[src/rtl/at_escape_packet_deframer_unit_macros.svh]
// assertion macros for the deframer rtl
`ifndef AT_ESCAPE_PACKET_DEFRAMER_UNIT_MACROS_SVH
`define AT_ESCAPE_PACKET_DEFRAMER_UNIT_MACROS_SVH

// property must hold at every clock edge outside reset
`define AEPD_ASSERT(lbl, prop, msg) \
  lbl: assert property (@(posedge clk_i) disable iff (!rst_ni) prop) else $error(msg);

// condition must never be seen outside reset
`define AEPD_ASSERT_NEVER(lbl, cond, msg) \
  lbl: assert property (@(posedge clk_i) disable iff (!rst_ni) !(cond)) else $error(msg);

`endif

[src/rtl/at_esc_pkg.sv]
`default_nettype none

package at_esc_pkg;

  // length and colon limits
  localparam int MaxLength        = 999;
  localparam int FirstColonLimit  = 12;
  localparam int SecondColonLimit = 16;

  // header "+++AT", entry 0 is the first byte on the line
  localparam logic [4:0][7:0] HdrPat = {8'h54, 8'h41, 8'h2b, 8'h2b, 8'h2b};

  localparam logic [7:0] ChColon = 8'h3a;
  localparam logic [7:0] ChCr    = 8'h0d;
  localparam logic [7:0] ChLf    = 8'h0a;
  localparam logic [7:0] ChZero  = 8'h30;
  localparam logic [7:0] ChNine  = 8'h39;

  // frame phases
  localparam logic [2:0] PhHunt = 3'd0;
  localparam logic [2:0] PhCmd  = 3'd1;
  localparam logic [2:0] PhLen0 = 3'd2;
  localparam logic [2:0] PhPay  = 3'd3;
  localparam logic [2:0] PhCr   = 3'd4;
  localparam logic [2:0] PhLf   = 3'd5;
  localparam logic [2:0] PhLen1 = 3'd6;

  // error codes
  localparam logic [2:0] ErrNone   = 3'd0;
  localparam logic [2:0] ErrColon1 = 3'd1;
  localparam logic [2:0] ErrColon2 = 3'd2;
  localparam logic [2:0] ErrCrlf   = 3'd3;
  localparam logic [2:0] ErrLength = 3'd4;

  // results caused by one received byte
  typedef struct packed {
    logic [4:0][7:0] data;
    logic [2:0]      cnt;
    logic            kind;
    logic            pend;
    logic [2:0]      err;
  } grp_t;

endpackage

`default_nettype wire

[src/rtl/at_esc_in_if.sv]
`default_nettype none

interface at_esc_in_if;
  logic       valid;
  logic       ready;
  logic [7:0] rx_byte;

  modport source (output valid, output rx_byte, input ready);
  modport sink (input valid, input rx_byte, output ready);
endinterface

`default_nettype wire

[src/rtl/at_esc_out_if.sv]
`default_nettype none

interface at_esc_out_if;
  logic       valid;
  logic       ready;
  logic [7:0] out_byte;
  logic       byte_kind;
  logic       packet_end;
  logic [2:0] error_code;
  logic       last_of_run;

  modport source (
    output valid, output out_byte, output byte_kind, output packet_end,
    output error_code, output last_of_run, input ready
  );
  modport sink (
    input valid, input out_byte, input byte_kind, input packet_end,
    input error_code, input last_of_run, output ready
  );
endinterface

`default_nettype wire

[src/rtl/at_esc_parser.sv]
`default_nettype none

module at_esc_parser (
  input  wire logic             clk_i,
  input  wire logic             rst_ni,
  input  wire logic             step_i,
  input  wire logic [7:0]       byte_i,
  output at_esc_pkg::grp_t      grp_o
);

  logic [2:0] phase_q, phase_d;
  logic [2:0] hmc_q, hmc_d;
  logic [4:0] pos_q, pos_d;
  logic [9:0] acc_q, acc_d;
  logic [9:0] rem_q, rem_d;

  logic [2:0]      k;
  logic [2:0]      len;
  logic [4:0][7:0] s;
  logic [5:1]      ok;
  logic [2:0]      sel;
  logic [4:0]      pos_inc;
  logic [3:0]      dig;
  logic [13:0]     lval;
  logic            is_digit;

  // held header bytes plus the new byte
  always_comb begin
    k   = (hmc_q > 3'd4) ? 3'd0 : hmc_q;
    len = k + 3'd1;
    for (int j = 0; j < 5; j++) begin
      if (j < k) s[j] = at_esc_pkg::HdrPat[j];
      else if (j == k) s[j] = byte_i;
      else s[j] = 8'h00;
    end
  end

  // shortest release that leaves a header prefix
  always_comb begin
    for (int i = 1; i <= 5; i++) begin
      ok[i] = 1'b1;
      for (int j = 1; j < 5; j++) begin
        if (j >= i && j < len && s[j] != at_esc_pkg::HdrPat[j-i]) ok[i] = 1'b0;
      end
      if (i >= len) ok[i] = 1'b1;
    end
    sel = 3'd5;
    for (int i = 5; i >= 1; i--) begin
      if (ok[i]) sel = 3'(i);
    end
  end

  // length digit arithmetic
  assign pos_inc  = (pos_q == 5'd31) ? pos_q : pos_q + 5'd1;
  assign is_digit = (byte_i >= at_esc_pkg::ChZero) && (byte_i <= at_esc_pkg::ChNine);
  assign dig      = 4'(byte_i - at_esc_pkg::ChZero);
  assign lval     = ({4'b0, acc_q} << 3) + ({4'b0, acc_q} << 1) + {10'b0, dig};

  // next state and result group
  always_comb begin
    phase_d = phase_q;
    hmc_d   = hmc_q;
    pos_d   = pos_q;
    acc_d   = acc_q;
    rem_d   = rem_q;
    grp_o.data = s;
    grp_o.data[0] = (phase_q == at_esc_pkg::PhHunt || phase_q == 3'd7) ? s[0] : byte_i;
    grp_o.cnt  = 3'd1;
    grp_o.kind = 1'b1;
    grp_o.pend = 1'b0;
    grp_o.err  = at_esc_pkg::ErrNone;

    unique case (phase_q)
      at_esc_pkg::PhCmd: begin
        if (byte_i == at_esc_pkg::ChColon) begin
          phase_d = at_esc_pkg::PhLen0;
          pos_d   = pos_inc;
        end else if (pos_q >= 5'(at_esc_pkg::FirstColonLimit - 1)) begin
          grp_o.err = at_esc_pkg::ErrColon1;
        end else begin
          pos_d = pos_inc;
        end
      end
      at_esc_pkg::PhLen0, at_esc_pkg::PhLen1: begin
        if (byte_i == at_esc_pkg::ChColon) begin
          if (phase_q == at_esc_pkg::PhLen0) begin
            grp_o.err = at_esc_pkg::ErrLength;
          end else begin
            rem_d   = acc_q;
            phase_d = (acc_q != 10'd0) ? at_esc_pkg::PhPay : at_esc_pkg::PhCr;
            pos_d   = pos_inc;
          end
        end else if (pos_q >= 5'(at_esc_pkg::SecondColonLimit - 1)) begin
          grp_o.err = at_esc_pkg::ErrColon2;
        end else if (!is_digit) begin
          grp_o.err = at_esc_pkg::ErrLength;
        end else if (lval > 14'(at_esc_pkg::MaxLength)) begin
          grp_o.err = at_esc_pkg::ErrLength;
        end else begin
          acc_d   = lval[9:0];
          phase_d = at_esc_pkg::PhLen1;
          pos_d   = pos_inc;
        end
      end
      at_esc_pkg::PhPay: begin
        rem_d = rem_q - 10'd1;
        if (rem_q == 10'd1) phase_d = at_esc_pkg::PhCr;
      end
      at_esc_pkg::PhCr: begin
        if (byte_i == at_esc_pkg::ChCr) phase_d = at_esc_pkg::PhLf;
        else grp_o.err = at_esc_pkg::ErrCrlf;
      end
      at_esc_pkg::PhLf: begin
        if (byte_i == at_esc_pkg::ChLf) begin
          grp_o.pend = 1'b1;
          phase_d    = at_esc_pkg::PhHunt;
          pos_d      = 5'd0;
          acc_d      = 10'd0;
          rem_d      = 10'd0;
        end else begin
          grp_o.err = at_esc_pkg::ErrCrlf;
        end
      end
      default: begin
        // hunting for the header
        phase_d = at_esc_pkg::PhHunt;
        if (byte_i == at_esc_pkg::HdrPat[k]) begin
          if (k < 3'd4) begin
            hmc_d     = k + 3'd1;
            grp_o.cnt = 3'd0;
          end else begin
            grp_o.cnt = 3'd5;
            hmc_d     = 3'd0;
            phase_d   = at_esc_pkg::PhCmd;
            pos_d     = 5'd5;
            acc_d     = 10'd0;
            rem_d     = 10'd0;
          end
        end else begin
          grp_o.cnt  = sel;
          grp_o.kind = 1'b0;
          hmc_d      = len - sel;
        end
      end
    endcase

    // any error drops back to hunting
    if (grp_o.err != at_esc_pkg::ErrNone) begin
      phase_d = at_esc_pkg::PhHunt;
      hmc_d   = 3'd0;
      pos_d   = 5'd0;
      acc_d   = 10'd0;
      rem_d   = 10'd0;
    end
  end

  // parser state
  always_ff @(posedge clk_i or negedge rst_ni) begin
    if (!rst_ni) begin
      phase_q <= at_esc_pkg::PhHunt;
      hmc_q   <= 3'd0;
      pos_q   <= 5'd0;
      acc_q   <= 10'd0;
      rem_q   <= 10'd0;
    end else if (step_i) begin
      phase_q <= phase_d;
      hmc_q   <= hmc_d;
      pos_q   <= pos_d;
      acc_q   <= acc_d;
      rem_q   <= rem_d;
    end
  end

endmodule

`default_nettype wire

[src/rtl/at_escape_packet_deframer_unit.sv]
// AT escape packet deframer
// rx_i carries one received modem byte per beat (valid/ready). res_o carries
// one result per beat: the released byte, raw or packet tag, packet end on
// the closing line feed, an error code, and last_of_run on the final result
// caused by a given input byte.
// A received byte is parsed in the cycle it is accepted and its results
// (none, one, or up to five for a header release or a mismatch flush) are
// written to the head result slot, or to the spare slot while the head
// slot is busy; result beats are offered from the head slot. A byte that
// is only held as a possible header start gives no result.
// Throughput is one byte per cycle as long as each byte gives at most one
// result and res_o is ready; a group of n results goes out as n beats.
// Two result slots decouple the sides: rx_i.ready stays high while the spare
// slot is empty, so one more byte with results is taken while res_o is
// stalled, then ready drops until the waiting group starts to drain.
// Reset empties both slots and puts the parser in header hunt.
`default_nettype none
`include "at_escape_packet_deframer_unit_macros.svh"

module at_escape_packet_deframer_unit (
  input  wire logic    clk_i,
  input  wire logic    rst_ni,
  at_esc_in_if.sink    rx_i,
  at_esc_out_if.source res_o
);

  at_esc_pkg::grp_t grp;
  at_esc_pkg::grp_t hd_q, hd_d;
  at_esc_pkg::grp_t tl_q, tl_d;
  logic             hd_vld_q, hd_vld_d;
  logic             tl_vld_q, tl_vld_d;
  logic [2:0]       idx_q, idx_d;

  logic in_fire;
  logic push;
  logic out_fire;
  logic is_last;
  logic pop_last;
  logic hd_free;
  logic hd_err;

  // handshake
  assign rx_i.ready = !tl_vld_q;
  assign in_fire    = rx_i.valid && rx_i.ready;
  assign push       = in_fire && (grp.cnt != 3'd0);
  assign out_fire   = res_o.valid && res_o.ready;
  assign is_last    = (idx_q == (hd_q.cnt - 3'd1));
  assign pop_last   = out_fire && is_last;
  assign hd_free    = !hd_vld_q || pop_last;

  at_esc_parser u_parser (
    .clk_i  (clk_i),
    .rst_ni (rst_ni),
    .step_i (in_fire),
    .byte_i (rx_i.rx_byte),
    .grp_o  (grp)
  );

  // result slot control
  always_comb begin
    hd_d     = hd_q;
    tl_d     = tl_q;
    hd_vld_d = hd_vld_q;
    tl_vld_d = tl_vld_q;
    idx_d    = idx_q;
    if (hd_free) begin
      idx_d = 3'd0;
      if (tl_vld_q) begin
        hd_d     = tl_q;
        hd_vld_d = 1'b1;
        tl_vld_d = 1'b0;
      end else if (push) begin
        hd_d     = grp;
        hd_vld_d = 1'b1;
      end else begin
        hd_vld_d = 1'b0;
      end
    end else begin
      if (out_fire) idx_d = idx_q + 3'd1;
      if (push) begin
        tl_d     = grp;
        tl_vld_d = 1'b1;
      end
    end
  end

  // slot control state
  always_ff @(posedge clk_i or negedge rst_ni) begin
    if (!rst_ni) begin
      hd_vld_q <= 1'b0;
      tl_vld_q <= 1'b0;
      idx_q    <= 3'd0;
    end else begin
      hd_vld_q <= hd_vld_d;
      tl_vld_q <= tl_vld_d;
      idx_q    <= idx_d;
    end
  end

  // slot payload
  always_ff @(posedge clk_i) begin
    hd_q <= hd_d;
    tl_q <= tl_d;
  end

  // output beat
  assign res_o.valid       = hd_vld_q;
  assign res_o.out_byte    = hd_q.data[idx_q];
  assign res_o.byte_kind   = hd_q.kind;
  assign res_o.packet_end  = hd_q.pend;
  assign res_o.error_code  = hd_q.err;
  assign res_o.last_of_run = is_last;

  // error beat in the head slot
  assign hd_err = hd_vld_q && (hd_q.err != at_esc_pkg::ErrNone);

  // checks
  `AEPD_ASSERT(a_tail_needs_head, tl_vld_q |-> hd_vld_q, "spare slot filled while head empty")
  `AEPD_ASSERT(a_idx_in_group, hd_vld_q |-> (idx_q < hd_q.cnt), "beat index past group size")
  `AEPD_ASSERT_NEVER(a_no_empty_group, hd_vld_q && (hd_q.cnt == 3'd0), "empty group in slot")
  `AEPD_ASSERT(a_error_is_single, hd_err |-> (hd_q.kind && is_last && !hd_q.pend), "bad error beat")

endmodule

`default_nettype wire

[src/flat_wrapper.sv]
// flat-port wrapper written by rule: the top's interface ports become plain ports
module at_escape_packet_deframer_unit_flat 
  (clk_i, rst_ni, rx_i_valid, rx_i_rx_byte, rx_i_ready, res_o_valid, res_o_out_byte, res_o_byte_kind, res_o_packet_end, res_o_error_code, res_o_last_of_run, res_o_ready);
  at_esc_in_if rx_i_i ();
  at_esc_out_if res_o_i ();
  input  wire logic clk_i;
  input  wire logic rst_ni;
  input wire logic [$bits(rx_i_i.valid)-1:0] rx_i_valid;
  input wire logic [$bits(rx_i_i.rx_byte)-1:0] rx_i_rx_byte;
  output wire logic [$bits(rx_i_i.ready)-1:0] rx_i_ready;
  output wire logic [$bits(res_o_i.valid)-1:0] res_o_valid;
  output wire logic [$bits(res_o_i.out_byte)-1:0] res_o_out_byte;
  output wire logic [$bits(res_o_i.byte_kind)-1:0] res_o_byte_kind;
  output wire logic [$bits(res_o_i.packet_end)-1:0] res_o_packet_end;
  output wire logic [$bits(res_o_i.error_code)-1:0] res_o_error_code;
  output wire logic [$bits(res_o_i.last_of_run)-1:0] res_o_last_of_run;
  input wire logic [$bits(res_o_i.ready)-1:0] res_o_ready;
  assign rx_i_i.valid = rx_i_valid;
  assign rx_i_i.rx_byte = rx_i_rx_byte;
  assign rx_i_ready = rx_i_i.ready;
  assign res_o_valid = res_o_i.valid;
  assign res_o_out_byte = res_o_i.out_byte;
  assign res_o_byte_kind = res_o_i.byte_kind;
  assign res_o_packet_end = res_o_i.packet_end;
  assign res_o_error_code = res_o_i.error_code;
  assign res_o_last_of_run = res_o_i.last_of_run;
  assign res_o_i.ready = res_o_ready;
  at_escape_packet_deframer_unit u_core (.clk_i(clk_i), .rst_ni(rst_ni), .rx_i(rx_i_i), .res_o(res_o_i));
endmodule
[config.mk]
export PLATFORM = sky130hd
export DESIGN_NAME = at_escape_packet_deframer_unit_flat
export DESIGN_NICKNAME = d
export VERILOG_FILES = /design/src/rtl/at_esc_pkg.sv /design/src/rtl/at_esc_in_if.sv /design/src/rtl/at_esc_out_if.sv /design/src/rtl/at_esc_parser.sv /design/src/rtl/at_escape_packet_deframer_unit.sv /design/src/flat_wrapper.sv
export VERILOG_INCLUDE_DIRS = /design/src /design/src/rtl
export SDC_FILE = /design/constraint.sdc
export NUM_CORES = 1
export LEC_CHECK = 0
export BUFFER_PORTS_ARGS = -buffer_cell sky130_fd_sc_hd__buf_2
export CELL_PAD_IN_SITES_DETAIL_PLACEMENT = 1
export CELL_PAD_IN_SITES_GLOBAL_PLACEMENT = 1
export CORE_UTILIZATION = 50
export DETAILED_ROUTE_END_ITERATION = 16
export PLACE_DENSITY = 0.81
export SYNTH_ARGS = -nofsm -noshare
export SYNTH_HDL_FRONTEND = slang
export SYNTH_HIERARCHICAL = 1
export SYNTH_SLANG_ARGS = --single-unit
[constraint.sdc]
create_clock -name clk_i -period 12.45 [get_ports clk_i]
set_clock_uncertainty 0.1 [all_clocks]
set_input_delay 2.49 -clock clk_i [delete_from_list [all_inputs] [get_ports clk_i]]
set_output_delay 2.49 -clock clk_i [all_outputs]
set_load 0.1 [all_outputs]
**Word-level counts from Yosys, hierarchy flattened**

Memories as Yosys holds them, arrays and structs flattened.
Cells that the tools add are included.

- Memories kept: 1
- Output and inout bits: 16
- ROM bits: 64
- Bits of input ports: 12
- Logic and storage cells: 242
- Flip-flop bits (word level): 132

- Mux-type cells: 101
- Eq/ne operators: 45
- Reduce and logical (&&, ||, !) cells: 37
- Bitwise logic cells: 1
- Add/sub/neg operators: 9
- $lt $le $gt $ge: 22

Memories:

| name | depth | width | rd ports | clocked after Yosys merged registers in | write ports | line | source |
|---|---|---|---|---|---|---|---|
| (name not given) | 8 | 8 | 1 | 0 | 0 | at_esc_parser.sv:127 | `if (byte_i == at_esc_pkg::HdrPat[k]) begin` |

Operators by type and width:

| kind | number |
|---|---|
| 2-to-1 mux 10 bit | 11 |
| 2-to-1 mux 8 bit | 13 |
| 2-to-1 mux 48 bit | 2 |
| 2-to-1 mux 3 bit | 28 |
| 2-to-1 mux 5 bit | 12 |
| one-hot mux 10 bit (4 select lines) | 1 |
| inequality test 8 x 6 -> 1 bit, second input constant | 4 |
| inequality test 3 bit, second input constant | 10 |
| one-hot mux 10 bit (3 select lines) | 1 |
| 2-to-1 mux 1 bit | 26 |
| binary-select mux 8 bit (select 3 bit) | 1 |
| inequality test 4 bit, second input constant | 5 |
| one-hot mux 5 bit (4 select lines) | 1 |
| AND reduction 9 bit | 2 |
| == test 8 x 4 -> 1 bit, second input constant | 2 |
| one-hot mux 3 bit (5 select lines) | 1 |
| adder 13 x 11 -> 14 bit | 1 |
| adder 14 x 4 -> 14 bit | 1 |
| greater-than comparator 14 x 10 -> 1 bit, second input constant | 1 |
| == test 3 bit, second input constant | 4 |
| less-than comparator 2 x 3 -> 1 bit, first input constant | 4 |
| one-hot mux 3 bit (4 select lines) | 1 |
| == test 10 x 1 -> 1 bit, second input constant | 1 |
| >= comparator 5 x 4 -> 1 bit, second input constant | 2 |
| other kinds (47) | 80 |

**Depth between registers and ports, before layout**

Gate-level depths: netlist of the first run.

- Depth after elaboration: 19
- Depth in mapped cells: 20

**By module**

Netlist of the first run, hierarchy kept.

By module, submodules not included:

| module | area each (um2) | instances | cells each |
|---|---|---|---|
| at_escape_packet_deframer_unit | 4,141.5 | 1 | 229 |
| at_esc_parser | 3,582.2 | 1 | 485 |

**Worst setup path after synthesis of the first run**

Ideal clock, no wire load.

- Kind: input to register
- Start point: input port rx_i_rx_byte[2]
- End point: register u_core/hd_q[10] (netlist name) (enable)
- Required time: 11.891 ns
- Stages on the path: 12
- Setup slack: 5.513 ns
- Path buffers: 1
- Arrival time: 6.378 ns
- Cell sequence: clkbuf_1 > nor4_1 > nand3_1 > o21ai_0 > a32o_1 > a21oi_1 > o21ai_0 > o21ai_0 > nand2_1 > or3_1 > a21oi_1 > nor2b_1

RTL lines:

| item | line | source |
|---|---|---|
| from (decl) | flat_wrapper.sv:9 | `input wire logic [$bits(rx_i_i.rx_byte)-1:0] rx_i_rx_byte;` |
| to (signal assigned) | at_escape_packet_deframer_unit.sv:102 | `hd_q <= hd_d;` |
| to (decl) | at_escape_packet_deframer_unit.sv:28 | `at_esc_pkg::grp_t hd_q, hd_d;` |

**Final worst setup path of the first run**

- Start point: input port rx_i_rx_byte[3]
- End point: register u_core.u_parser.acc_q[7]

- Word-level cells in the longest chain between the ends: 11
- Elaborated cells on any way between the ends: 34
- Those cells by class: add/sub (2); order compare (3); eq/ne (11); mux (14); reduce/logical (4)

Ends and longest elaborated chain:

| item | line | source |
|---|---|---|
| subtractor 4 x 1 -> 4 bit | at_esc_parser.sv:56 | `assign dig = 4'(byte_i - at_esc_pkg::ChZero);` |
| adder 14 x 4 -> 14 bit | at_esc_parser.sv:57 | `assign lval = ({4'b0, acc_q} << 3) + ({4'b0, acc_q} << 1) + {10'b0, dig};` |
| greater-than comparator 14 x 10 -> 1 bit | at_esc_parser.sv:97 | `end else if (lval > 14'(at_esc_pkg::MaxLength)) begin` |
| 2-to-1 mux 3 bit | at_esc_parser.sv:97 |  |
| 2-to-1 mux 3 bit | at_esc_parser.sv:95 | `end else if (!is_digit) begin` |
| 2-to-1 mux 3 bit | at_esc_parser.sv:93 | `end else if (pos_q >= 5'(at_esc_pkg::SecondColonLimit - 1)) begin` |
| 2-to-1 mux 3 bit | at_esc_parser.sv:85 | `if (byte_i == at_esc_pkg::ChColon) begin` |
| one-hot mux 3 bit (4 select lines) | at_esc_parser.sv:73 | `unique case (phase_q)` |
| nonzero test 3 bit | at_esc_parser.sv:148 | `if (grp_o.err != at_esc_pkg::ErrNone) begin` |
| inequality test 4 x 1 -> 1 bit (no line) (tied with other cells) | -- |  |
| AND reduction 9 bit (no line) | -- |  |
| to (signal assigned) | at_esc_parser.sv:163 | `acc_q <= 10'd0;` |
| to (signal assigned) | at_esc_parser.sv:169 | `acc_q <= acc_d;` |
| to (decl) | at_esc_parser.sv:14 | `logic [9:0] acc_q, acc_d;` |

Parallel ways exist; a longest one is shown, timed or not. The select of a mux whose other input is x is not followed.
A chain may end at the register's enable or synchronous reset.

==> impl_metrics.yaml, run 1 <==
layout:
  drive_above_1_share_pct: 17.8
  multi_input_comb_area_um2: 3640
  seqCellArea_um2: 3780
  final_nets: 772
  area_growth_syn_to_layout_pct: 11.5
  fill_cells: 1612
  finish.utilization_pct: 56.9
drt:
  dr.pass1.iters: 5
  wl_per_cell_um: 22.8
  wirelength_mm: 21.0
  final_antenna_net_count: 0
  drt_iter0_markers: 474
  viasPerCell: 6.24
  vias: 5768
  drcViolationCount: 0
logic_synthesis:
  synth_xor_area_share_pct: 1.78
  ys.flop_type: "edfxtp_1"
  synth_edf_count: 96
  yosysTopAreaCell: "edfxtp_1"
  syn-instance-count: 714
  ys_top_cells_by_count: "edfxtp_1, nand2_1, mux2_2"
  syn-num-nets: 764
  yosysSeqAreaShare_pct: 49.0
  yosys-top-cells-area: "edfxtp_1, dfrtp_1, mux2_2"
  ys_types: 68
  synth_top_family_by_area: "simple AND/OR/NAND/NOR gates"
  synthDominantCellAreaShare_pct: 37.3
  synthMostInstantiatedCell: "edfxtp_1"
  synthMuxAreaShare_pct: 10.3
  synth_compound_area_share_pct: 13.9
  yosysWarnings: 6
  synthAdderAreaFrac_pct: 6.45
  syn_avg_cell_area_um2: 10.8
  ys_ff_latch: 132
  syn_area_um2: 7720
  synthSimpleGateAreaFrac_pct: 14.5
  synth_async_sr_flop_share_pct: 27.3
sta:
  setup_viol_count_final: 0
  min_period_ps: 6450
  slew_violations: 0
  rsz0062_at_grt: "no"
  tightest_slew_ps: 1100
  timing.fmax_mhz: 155
  fin_tns_setup_ps: 0
  final.period_utilization_pct: 51.8
  hold_viol: 0
  max_slew_margin_pct: 26.5
critical_path:
  crit_arrival_ps: 6680
  r2r-start: "u_core/u_parser/hmc_q[2]$_DFFE_PN0P_"
  path_max_fanout: 16
  cp.required_ps: 12680
  start_kind: "input port"
  reg2reg_slack_ps: 7130
  reg2reg_to: "u_core/hd_q[13]$_DFFE_PP_"
  crit_type: "input port to flip-flop"
  cp-startpoint: "rx_i_rx_byte[3]"
  crit_end: "u_core/u_parser/acc_q[7]$_DFFE_PN0P_"
  cp-end-kind: "flip-flop"
  worstRegToRegCells: 15
cts:
  cts_sinks: 132
  clock_latency_ps: 420
  cts_buffers: 17
  tritoncts: "yes"
  cts_resized: 0
  htree_levels: 4
  clkSlewWorstSetupHoldPaths_ps: 60
  cts_root_buf: "clkbuf_16"
  post_cts_buffers: 0
  cts_max_path_buffers: 2
  hold_buffers: 0
power_and_ir_drop:
  leakagePower_nw: 3.43
  pwr_density_cell_nw_per_um2: 234
  seqPwrFrac_pct: 32.6
  switching_share_pct: 40.4
  switchingPower_uw: 813
  comb_power_share_pct: 40.0
  internal-power_mw: 1.20
  pwr-share-clk_pct: 27.5
  vdd_drop_max_v: 0.000131
run_status:
  status: "completed"
place:
  portBuffers: 27
  dpl.hpwl_mm: 14.3
  place_congestion: 0.862
grt:
  grtUsageTotal_pct: 27.8
  antenna_found_initial: 1
  grt-ovfl-total: 0
  grt_max_degree: 49
  grt_pass1_vias: 6023
  grt_pass1_wl_mm: 33.7
die:
  die-area_um2: 15900
  io_pins: 28
  start_util_pct: 51.0
  die_w_um: 126
  die_h_um: 126
  design.core.area_um2: 15100
  fp-row-count: 45
job:
  max_cap_violations: 0
min_path:
  hold_class: "flip-flop to flip-flop"
## worst max-delay path, stage by stage
cell and delay [ps]:
buf_2 190, inv_1 130, fa_1 560, fa_1 470, nand2b_1 180, a21o_1 190
a22o_1 220, or3_1 360, and3_1 170, or3b_4 430, a21oi_2 610, o211ai_1 390
o2bb2ai_1 270
## metrics by stage
step | power (mW) | std cells | worst slack [ps] | hold slack, ps | area, µm²
after detailed placement | 1.45 | 891 | 5610 | 411 | 7960
after global placement | 1.41 | 891 | 5880 | 393 | 7960
after global routing | 2.10 | 923 | 5780 | 457 | 8610
final | 2.01 | 924 | 6000 | 427 | 8610
after CTS | 2.02 | 923 | 6050 | 425 | 8610
after floorplan | 1.27 | 714 | 5510 | 369 | 7720
## per-layer routing
| metal | wire [µm] | share of wire, % | vias to the layer above | track usage [%] |
|---|---|---|---|---|
| li1 | - | - | 2657 | - |
| met1 | 8760 | 42 | 2946 | 34.1 |
| met2 | 11100 | 53 | 132 | 48.7 |
| met3 | 771 | 3.7 | 33 | 5.90 |
| met4 | 401 | 1.9 | 0 | 9.28 |
| met5 | 0 | 0 | - | 0 |
## state kept, by name (all words and copies together), names as in the netlist
name / cells
u_core/hd_q: 43
u_core/idx_q: 3
u_core/res_o.byte_kind: 1
u_core/res_o.error_code: 3
u_core/res_o.packet_end: 1
u_core/res_o.valid: 1
u_core/tl_q: 48
u_core/tl_vld_q: 1
u_core/u_parser/acc_q: 10
u_core/u_parser/hmc_q: 3
u_core/u_parser/phase_q: 3
u_core/u_parser/pos_q: 5
u_core/u_parser/rem_q: 10
## power groups by stage
stage / combinational [mW] / sequential (mW) / clock (mW)
after detailed placement: 0.790 / 0.663 / 0
after floorplan: 0.640 / 0.627 / 0
after global routing: 0.859 / 0.666 / 0.576
after global placement: 0.760 / 0.654 / 0
final: 0.804 / 0.656 / 0.553
after CTS: 0.802 / 0.656 / 0.563
## cells by family after synthesis
family                   after synthesis
AO/OA/AOI/OAI                        162
AND/OR/NAND/NOR                      220
buffers and inverters                 76
multiplexers                          72
adder cells (fa/ha/maj)               38
flip-flops                           132
XOR/XNOR                              14
## how the worst min path moves through the flow
| stage | from | end | slack [ps] | depth (start not counted) |
|---|---|---|---|---|
| after floorplan | u_core/u_parser/rem_q[9]$_DFFE_PN0P_ | u_core/u_parser/rem_q[9]$_DFFE_PN0P_ | 370 | 2 |
| final | u_core/u_parser/rem_q[6]$_DFFE_PN0P_ | u_core/u_parser/rem_q[6]$_DFFE_PN0P_ | 430 | 2 |
| after global routing | u_core/tl_q[9]$_DFFE_PP_ | u_core/hd_q[9]$_DFFE_PP_ | 460 | 1 |
| after detailed placement | u_core/u_parser/rem_q[6]$_DFFE_PN0P_ | u_core/u_parser/rem_q[6]$_DFFE_PN0P_ | 410 | 2 |
| after CTS | u_core/u_parser/rem_q[6]$_DFFE_PN0P_ | u_core/u_parser/rem_q[6]$_DFFE_PN0P_ | 430 | 2 |
| after global placement | u_core/u_parser/rem_q[9]$_DFFE_PN0P_ | u_core/u_parser/rem_q[9]$_DFFE_PN0P_ | 390 | 2 |
## cells in the final DEF (no fill, tap or decap), types with 5 or more instances in the layout
| cell type | synthesis | final |
|---|---|---|
| a31oi_1 | 5 | 5 |
| mux2_2 | 49 | 49 |
| and2_1 | 23 | 23 |
| a2bb2oi_1 | 10 | 10 |
| nand2b_1 | 7 | 7 |
| nand2_1 | 61 | 61 |
| nor2_1 | 46 | 45 |
| or3_1 | 5 | 5 |
| ha_1 | 35 | 35 |
| clkbuf_16 | 0 | 17 |
| nor4_1 | 8 | 8 |
| inv_1 | 31 | 31 |
| buf_4 | 5 | 6 |
| mux2i_1 | 21 | 21 |
| o2bb2ai_1 | 6 | 6 |
| nor2b_1 | 9 | 7 |
| nor3_1 | 15 | 15 |
| edfxtp_1 | 96 | 96 |
| and3_1 | 9 | 9 |
| o22ai_1 | 13 | 13 |
| o21ai_0 | 41 | 41 |
| xnor2_1 | 8 | 8 |
| nand3_1 | 14 | 14 |
| nand4_1 | 5 | 5 |
| o21ai_1 | 8 | 8 |
| a21oi_1 | 37 | 37 |
| bufinv_16 | 0 | 5 |
| buf_2 | 11 | 27 |
| xor2_1 | 5 | 5 |
| dfrtp_1 | 36 | 35 |
## final cells by class
class	instances	share of cell area, %
sequential	132	43.9
multi-input combinational	506	42.3
clock buffer	20	5.19
tap	188	2.73
clock inverter	12	2.35
timing repair buffer	33	2.09
inverter	32	1.39
antenna	1	0.0291
(Power assumes the default switching activity.)
==> run 2, diff against run 1 <==
Settings changed: ABC_AREA set to 1, CORE_UTILIZATION 50 to 48, PLACE_DENSITY 0.81 to 0.82.
Clock period 12.45 ns to 6.3 ns, I/O delays scaled along.
==> run 2 against run 1 <==
Against the previous run:
- hold slack lost 34 ps
- clock-buffer cell count down 3
- register-to-register slack worse by 5400 ps
- power is 99% higher
- core utilization down 2.5 points
- non-clock buffer count decreased by 1
- sequential power is 100% higher
- sequential share of layout area down 1.7 points
- setup slack lost 4300 ps
- synthesized cell count increased by 40%
- die area rose by 8.7%
- first-iteration DRC count shrank 16%
- largest cell class unchanged
==> impl_metrics.yaml, run 2 <==
run_status:
  status: "completed"
drt:
  wl_per_cell_um: 18.0
  wirelength_mm: 22.6
  wl_met3_um: 900
  final_antenna_net_count: 0
  route.met2.wl_mm: 11.8
  drcViolationCount: 0
  top_layer_used: "met4"
  vias: 6855
  drt_iter0_markers: 396
  met1_length_mm: 9.31
  viasPerCell: 5.46
  dr.pass1.iters: 5
cts:
  cts_buffers: 17
  cts_max_path_buffers: 2
  cts_root_buf: "clkbuf_16"
  tritoncts: "yes"
  post_cts_buffers: 0
  hold_buffers: 0
  htree_levels: 4
  cts_resized: 0
  clkSlewWorstSetupHoldPaths_ps: 60
  cts_sinks: 132
  clock_latency_ps: 430
grt:
  antenna_found_initial: 0
  grt_pass1_wl_mm: 37.4
  grtUsageTotal_pct: 27.9
  grt_max_degree: 55
  grt_pass1_vias: 7243
  grt-ovfl-total: 0
place:
  place_congestion: 0.870
  portBuffers: 27
  dp.cells: 1224
  place_area_um2: 8360
  post-place-ws_ps: 1530
  dpl.hpwl_mm: 16.1
layout:
  fill_cells: 2017
  final-instance-count-excl-fill: 1256
  final_common_cell: "nand2_1"
  regMostFlops: "u_core/tl_q"
  drive_above_1_share_pct: 12.1
  largest_reg_flops: 48
  final_cell_mix: "nand2_1, edfxtp_1, inv_1, nor2_1, nand3_1"
  final_nets: 1073
  n_antenna_cell: 0
  area_growth_syn_to_layout_pct: 10.9
  reg_top3: "u_core/tl_q x48, u_core/hd_q x43"
  fin_area_um2: 8950
job:
  max_cap_violations: 0
sta:
  min_period_ps: 4610
  setup_slack_ps: 1690
  hold_viol: 0
  slew_violations: 0
  rsz0062_at_grt: "no"
  tightest_slew_ps: 885
  final.period_utilization_pct: 73.2
  setup_viol_count_final: 0
  max_slew_margin_pct: 41.0
  timing.fmax_mhz: 217
  fin_tns_setup_ps: 0
power_and_ir_drop:
  seqPwrFrac_pct: 33.2
  switchingPower_mw: 1.83
  vdd_drop_max_v: 0.000378
  switching_share_pct: 45.6
  pwr_density_cell_nw_per_um2: 448
  pwr-share-clk_pct: 24.4
  internal-power_mw: 2.18
  comb_power_share_pct: 42.5
  leakagePower_nw: 4.13
critical_path:
  cp-end-kind: "flip-flop"
  crit_type: "flip-flop to flip-flop"
  slowest_delay_ps: 710
  r2r-start: "u_core/u_parser/hmc_q[1]$_DFFE_PN0P_"
  path_max_fanout: 28
  crit_arrival_ps: 4640
  cpMaxStageDelayCell: "a21oi_4"
  cp.required_ps: 6320
  reg2reg_slack_ps: 1690
  path_buf_inv: 4
  cp_top_family: "simple AND/OR/NAND/NOR gates"
  crit_path_cell_trace: "inv_1, nand3_1, nand2_1, inv_1, o21ai_0, nand4_1, nor4_1, o21a_1, nand2_1, nand2_1, nand2_1, nand3_1, inv_1, nand3_1, a21oi_1, a21oi_4, buf_4"
  start_kind: "flip-flop"
  worstRegToRegCells: 17
  crit_top_cell: "nand2_1"
  reg2reg_to: "u_core/hd_q[35]$_DFFE_PP_"
logic_synthesis:
  syn-num-nets: 1048
  ys_types: 44
  ys_ff_latch: 132
  syn-instance-count: 998
  synth_edf_count: 96
  synthMuxAreaShare_pct: 0
  yosysWarnings: 6
  ys_top_cells_by_count: "nand2_1, edfxtp_1, inv_1"
  yosys-top-cells-area: "edfxtp_1, nand2_1, dfrtp_1"
  synthSimpleGateAreaFrac_pct: 31.5
  synth_async_sr_flop_share_pct: 27.3
  synth_top_family_by_area: "simple AND/OR/NAND/NOR gates"
  syn_avg_cell_area_um2: 8.08
  synthAdderAreaFrac_pct: 6.17
  ys.flop_type: "edfxtp_1"
  synthMostInstantiatedCell: "nand2_1"
  synth_compound_area_share_pct: 7.20
  syn_area_um2: 8070
  yosysSeqAreaShare_pct: 46.9
  synth_xor_area_share_pct: 0.869
  synthDominantCellAreaShare_pct: 35.7
  yosysTopAreaCell: "edfxtp_1"
die:
  die_h_um: 132
  start_util_pct: 49.0
  fp-row-count: 47
  die_w_um: 132
  die-area_um2: 17300
  io_pins: 28
  design.core.area_um2: 16500
min_path:
  hold_start: "u_core/u_parser/hmc_q[0]$_DFFE_PN0P_"
  holdPathStages: 2
  hold_class: "flip-flop to flip-flop"
  holdPathEnd: "u_core/u_parser/hmc_q[0]$_DFFE_PN0P_"
==> run 2: per-layer routing <==
layer	GRT usage, %	vias up
li1	-	3327
met1	33.1	3323
met2	49.5	155
met3	5.44	50
met4	10.9	0
met5	0	-
==> run 2: how the worst max path moves through the flow <==
stage / depth (start not counted) / startpoint / slack [ps] / to
2_1_floorplan: 16 / rx_i_rx_byte[5] / 1110 / u_core/tl_q[0]$_DFFE_PP_
3_3_place_gp: 21 / rx_i_rx_byte[3] / 1670 / u_core/u_parser/rem_q[1]$_DFFE_PN0P_
3_5_place_dp: 22 / rx_i_rx_byte[3] / 1530 / u_core/u_parser/rem_q[4]$_DFFE_PN0P_
5_1_grt: 17 / u_core/u_parser/hmc_q[1]$_DFFE_PN0P_ / 1300 / u_core/hd_q[27]$_DFFE_PP_
6_report: 17 / u_core/u_parser/hmc_q[1]$_DFFE_PN0P_ / 1690 / u_core/hd_q[35]$_DFFE_PP_
4_1_cts: 17 / u_core/u_parser/hmc_q[1]$_DFFE_PN0P_ / 1680 / u_core/hd_q[27]$_DFFE_PP_
==> run 2: area by class of cell <==
| cell class | count | area, µm² | share of cell area (%) |
|---|---|---|---|
| inverters | 114 | 428 | 4.78 |
| clock buffers | 17 | 425 | 4.76 |
| multi-input cells | 726 | 3700 | 41.4 |
| clock inverters | 15 | 156 | 1.75 |
| repair buffers | 32 | 173 | 1.93 |
| flip-flops and latches | 132 | 3780 | 42.3 |
| well taps | 220 | 275 | 3.08 |
==> run 2: logic make-up after synthesis <==
| kind of cell | Yosys count |
|---|---|
| AO/OA/AOI/OAI | 101 |
| XOR/XNOR | 8 |
| adder cells (fa/ha/maj) | 38 |
| buffers and inverters | 140 |
| flip-flops | 132 |
| AND/OR/NAND/NOR | 579 |
==> run 2: through the flow <==
stage	hold slack, ps	power (mW)	util (%)
after floorplan	353	2.62	-
after global placement	373	2.95	50.8
after detailed placement	378	3.01	50.8
after CTS	392	4.03	54.3
after global routing	419	4.25	54.3
final	393	4.01	54.3
==> run 2: tightest hold or removal path, stage by stage (launching register included) <==
cell	delay, ps
dfrtp_1	340
nand2_1	50
o21ai_0	60
==> run 2: power by group through the flow <==
stage | logic, mW | registers, mW | clock network (mW)
final | 1.70 | 1.33 | 0.977
after global routing | 1.87 | 1.35 | 1.03
after CTS | 1.71 | 1.33 | 0.995
after detailed placement | 1.67 | 1.34 | 0
after global placement | 1.61 | 1.33 | 0
after floorplan | 1.31 | 1.31 | 0
==> run 3, diff against run 2 <==
Clock period 6.3 ns to 4.8 ns, I/O delays scaled along.
==> run 3 against run 2 <==
Against the previous run:
- via count decreased by 0.35%
- flip-flop and latch count did not move
- wire length decreased by 2.7%
- first-iteration DRC count up 0.76%
- hold slack about the same
- clock power grew 39%
==> impl_metrics.yaml, run 3 (synthesis results as in run 2) <==
die:
  start_util_pct: 49.0
  die_h_um: 132
  fp-row-count: 47
  design.core.area_um2: 16500
  die-area_um2: 17300
  die_w_um: 132
  io_pins: 28
sta:
  max_slew_margin_pct: 42.1
  timing.fmax_mhz: 237
  setup_viol_count_final: 0
  slew_violations: 0
  hold_viol: 0
  tightest_slew_ps: 869
  rsz0062_at_grt: "no"
  final.period_utilization_pct: 88.1
  min_period_ps: 4230
  fin_tns_setup_ps: 0
grt:
  grt_max_degree: 55
  grt_pass1_vias: 7170
  met1_usage_pct: 33.5
  grtUsageTotal_pct: 27.1
  use_met2_pct: 48.4
  grt_busiest_layer: "met2"
  grt_pass1_wl_mm: 37.1
  grt-ovfl-total: 0
  met3_usage_pct: 4.17
  antenna_found_initial: 0
place:
  dp.cells: 1228
  portBuffers: 27
  place_congestion: 0.850
  dpl.hpwl_mm: 15.9
cts:
  cts_root_buf: "clkbuf_16"
  tritoncts: "yes"
  cts_sinks: 132
  cts_resized: 0
  htree_levels: 4
  cts_buffers: 17
  clock_latency_ps: 420
  hold_buffers: 0
  cts_max_path_buffers: 2
  clkSlewWorstSetupHoldPaths_ps: 60
  post_cts_buffers: 0
layout:
  regMostFlops: "u_core/tl_q"
  reg_top3: "u_core/tl_q x48, u_core/hd_q x43"
  n_antenna_cell: 0
  final_cell_mix: "nand2_1, edfxtp_1, inv_1, nor2_1, nand3_1"
  final-instance-count-excl-fill: 1260
  area_growth_syn_to_layout_pct: 12.1
  final_common_cell: "nand2_1"
  final_nets: 1077
  largest_reg_flops: 48
  drive_above_1_share_pct: 12.1
job:
  max_cap_violations: 0
drt:
  wl_per_cell_um: 17.4
  vias: 6831
  viasPerCell: 5.42
  wirelength_mm: 22.0
  dr.pass1.iters: 5
  drcViolationCount: 0
  drt_iter0_markers: 399
  final_antenna_net_count: 0
critical_path:
  start_kind: "flip-flop"
  cp.required_ps: 4810
  crit_type: "flip-flop to flip-flop"
  cp-end-kind: "flip-flop"
  path_max_fanout: 34
  reg2reg_slack_ps: 570
  crit_arrival_ps: 4240
power_and_ir_drop:
  vdd_drop_max_v: 0.000503
  pwr_density_cell_nw_per_um2: 592
  leakagePower_nw: 4.19
min_path:
  hold_class: "flip-flop to flip-flop"
run_status:
  status: "completed"
==> run 3: cell types whose count changed in the layout (fill, tap and decap cells not counted), sizes merged <==
cell      delta
buf          +4
bufinv       +2
clkbuf       +1
clkinv       +2
clkinvlp     -4
inv          -1
==> run 3: report_power, final <==
| group | internal [mW] | switching (mW) | total, mW |
|---|---|---|---|
| Combinational | 0.543 | 1.72 | 2.26 |
| Clock | 0.865 | 0.496 | 1.36 |
| Sequential | 1.58 | 0.158 | 1.74 |
| Total | 2.99 | 2.37 | 5.36 |
==> run 3: path summary, 6_finish.rpt <==
kind                            cells past startpoint                                   end                            startpoint
max in group asynchronous                           1  u_core/u_parser/acc_q[4]$_DFFE_PN0P_                                rst_ni
worst max-delay path                               18             u_core/hd_q[22]$_DFFE_PP_  u_core/u_parser/hmc_q[2]$_DFFE_PN0P_
worst min-delay path                                2  u_core/u_parser/hmc_q[0]$_DFFE_PN0P_  u_core/u_parser/hmc_q[0]$_DFFE_PN0P_
worst max register to register                     18             u_core/hd_q[22]$_DFFE_PP_  u_core/u_parser/hmc_q[2]$_DFFE_PN0P_
min in group asynchronous                           1           u_core/idx_q[0]$_DFFE_PN0P_                                rst_ni
worst min register to register                      2  u_core/u_parser/hmc_q[0]$_DFFE_PN0P_  u_core/u_parser/hmc_q[0]$_DFFE_PN0P_
==> run 3: area by class of cell <==
class                   count  area, µm²
clock buffers              18        429
clock inverters            14        183
fillers                  1996       7420
inverters                 114        428
multi-input cells         726       3700
flip-flops and latches    132       3780
well taps                 220        275
repair buffers             36        240
==> run 3: per-stage QoR <==
| step | util [%] | instance area, µm² | worst slack [ps] | total power [mW] | hold slack, ps |
|---|---|---|---|---|---|
| after global placement | 51.2 | 8430 | 464 | 3.88 | 377 |
| after floorplan | - | 8070 | 563 | 3.43 | 353 |
| after global routing | 54.9 | 9040 | 220 | 5.66 | 433 |
| after CTS | 54.9 | 9040 | 608 | 5.38 | 404 |
| final | 54.9 | 9040 | 572 | 5.36 | 394 |
| after detailed placement | 51.2 | 8430 | 298 | 3.96 | 386 |
==> run 3: worst max-delay path: stages, from the launching register on <==
cell	delay (ps)
dfrtp_1	410
nor2_2	320
clkinv_1	330
ha_1	430
o21ai_0	280
a31o_2	190
nand2_1	60
nand2_1	130
inv_1	90
o21ai_0	110
nand3_1	130
nand2_1	130
nand2_1	80
nand3_1	100
inv_1	60
nand3_1	110
a21oi_1	160
a21oi_4	420
buf_12	270
==> run 3: per-layer routing <==
layer	wire length, µm	vias to the layer above
met5	0	-
met4	408	0
met3	583	31
met2	11500	127
met1	9450	3336
li1	-	3337
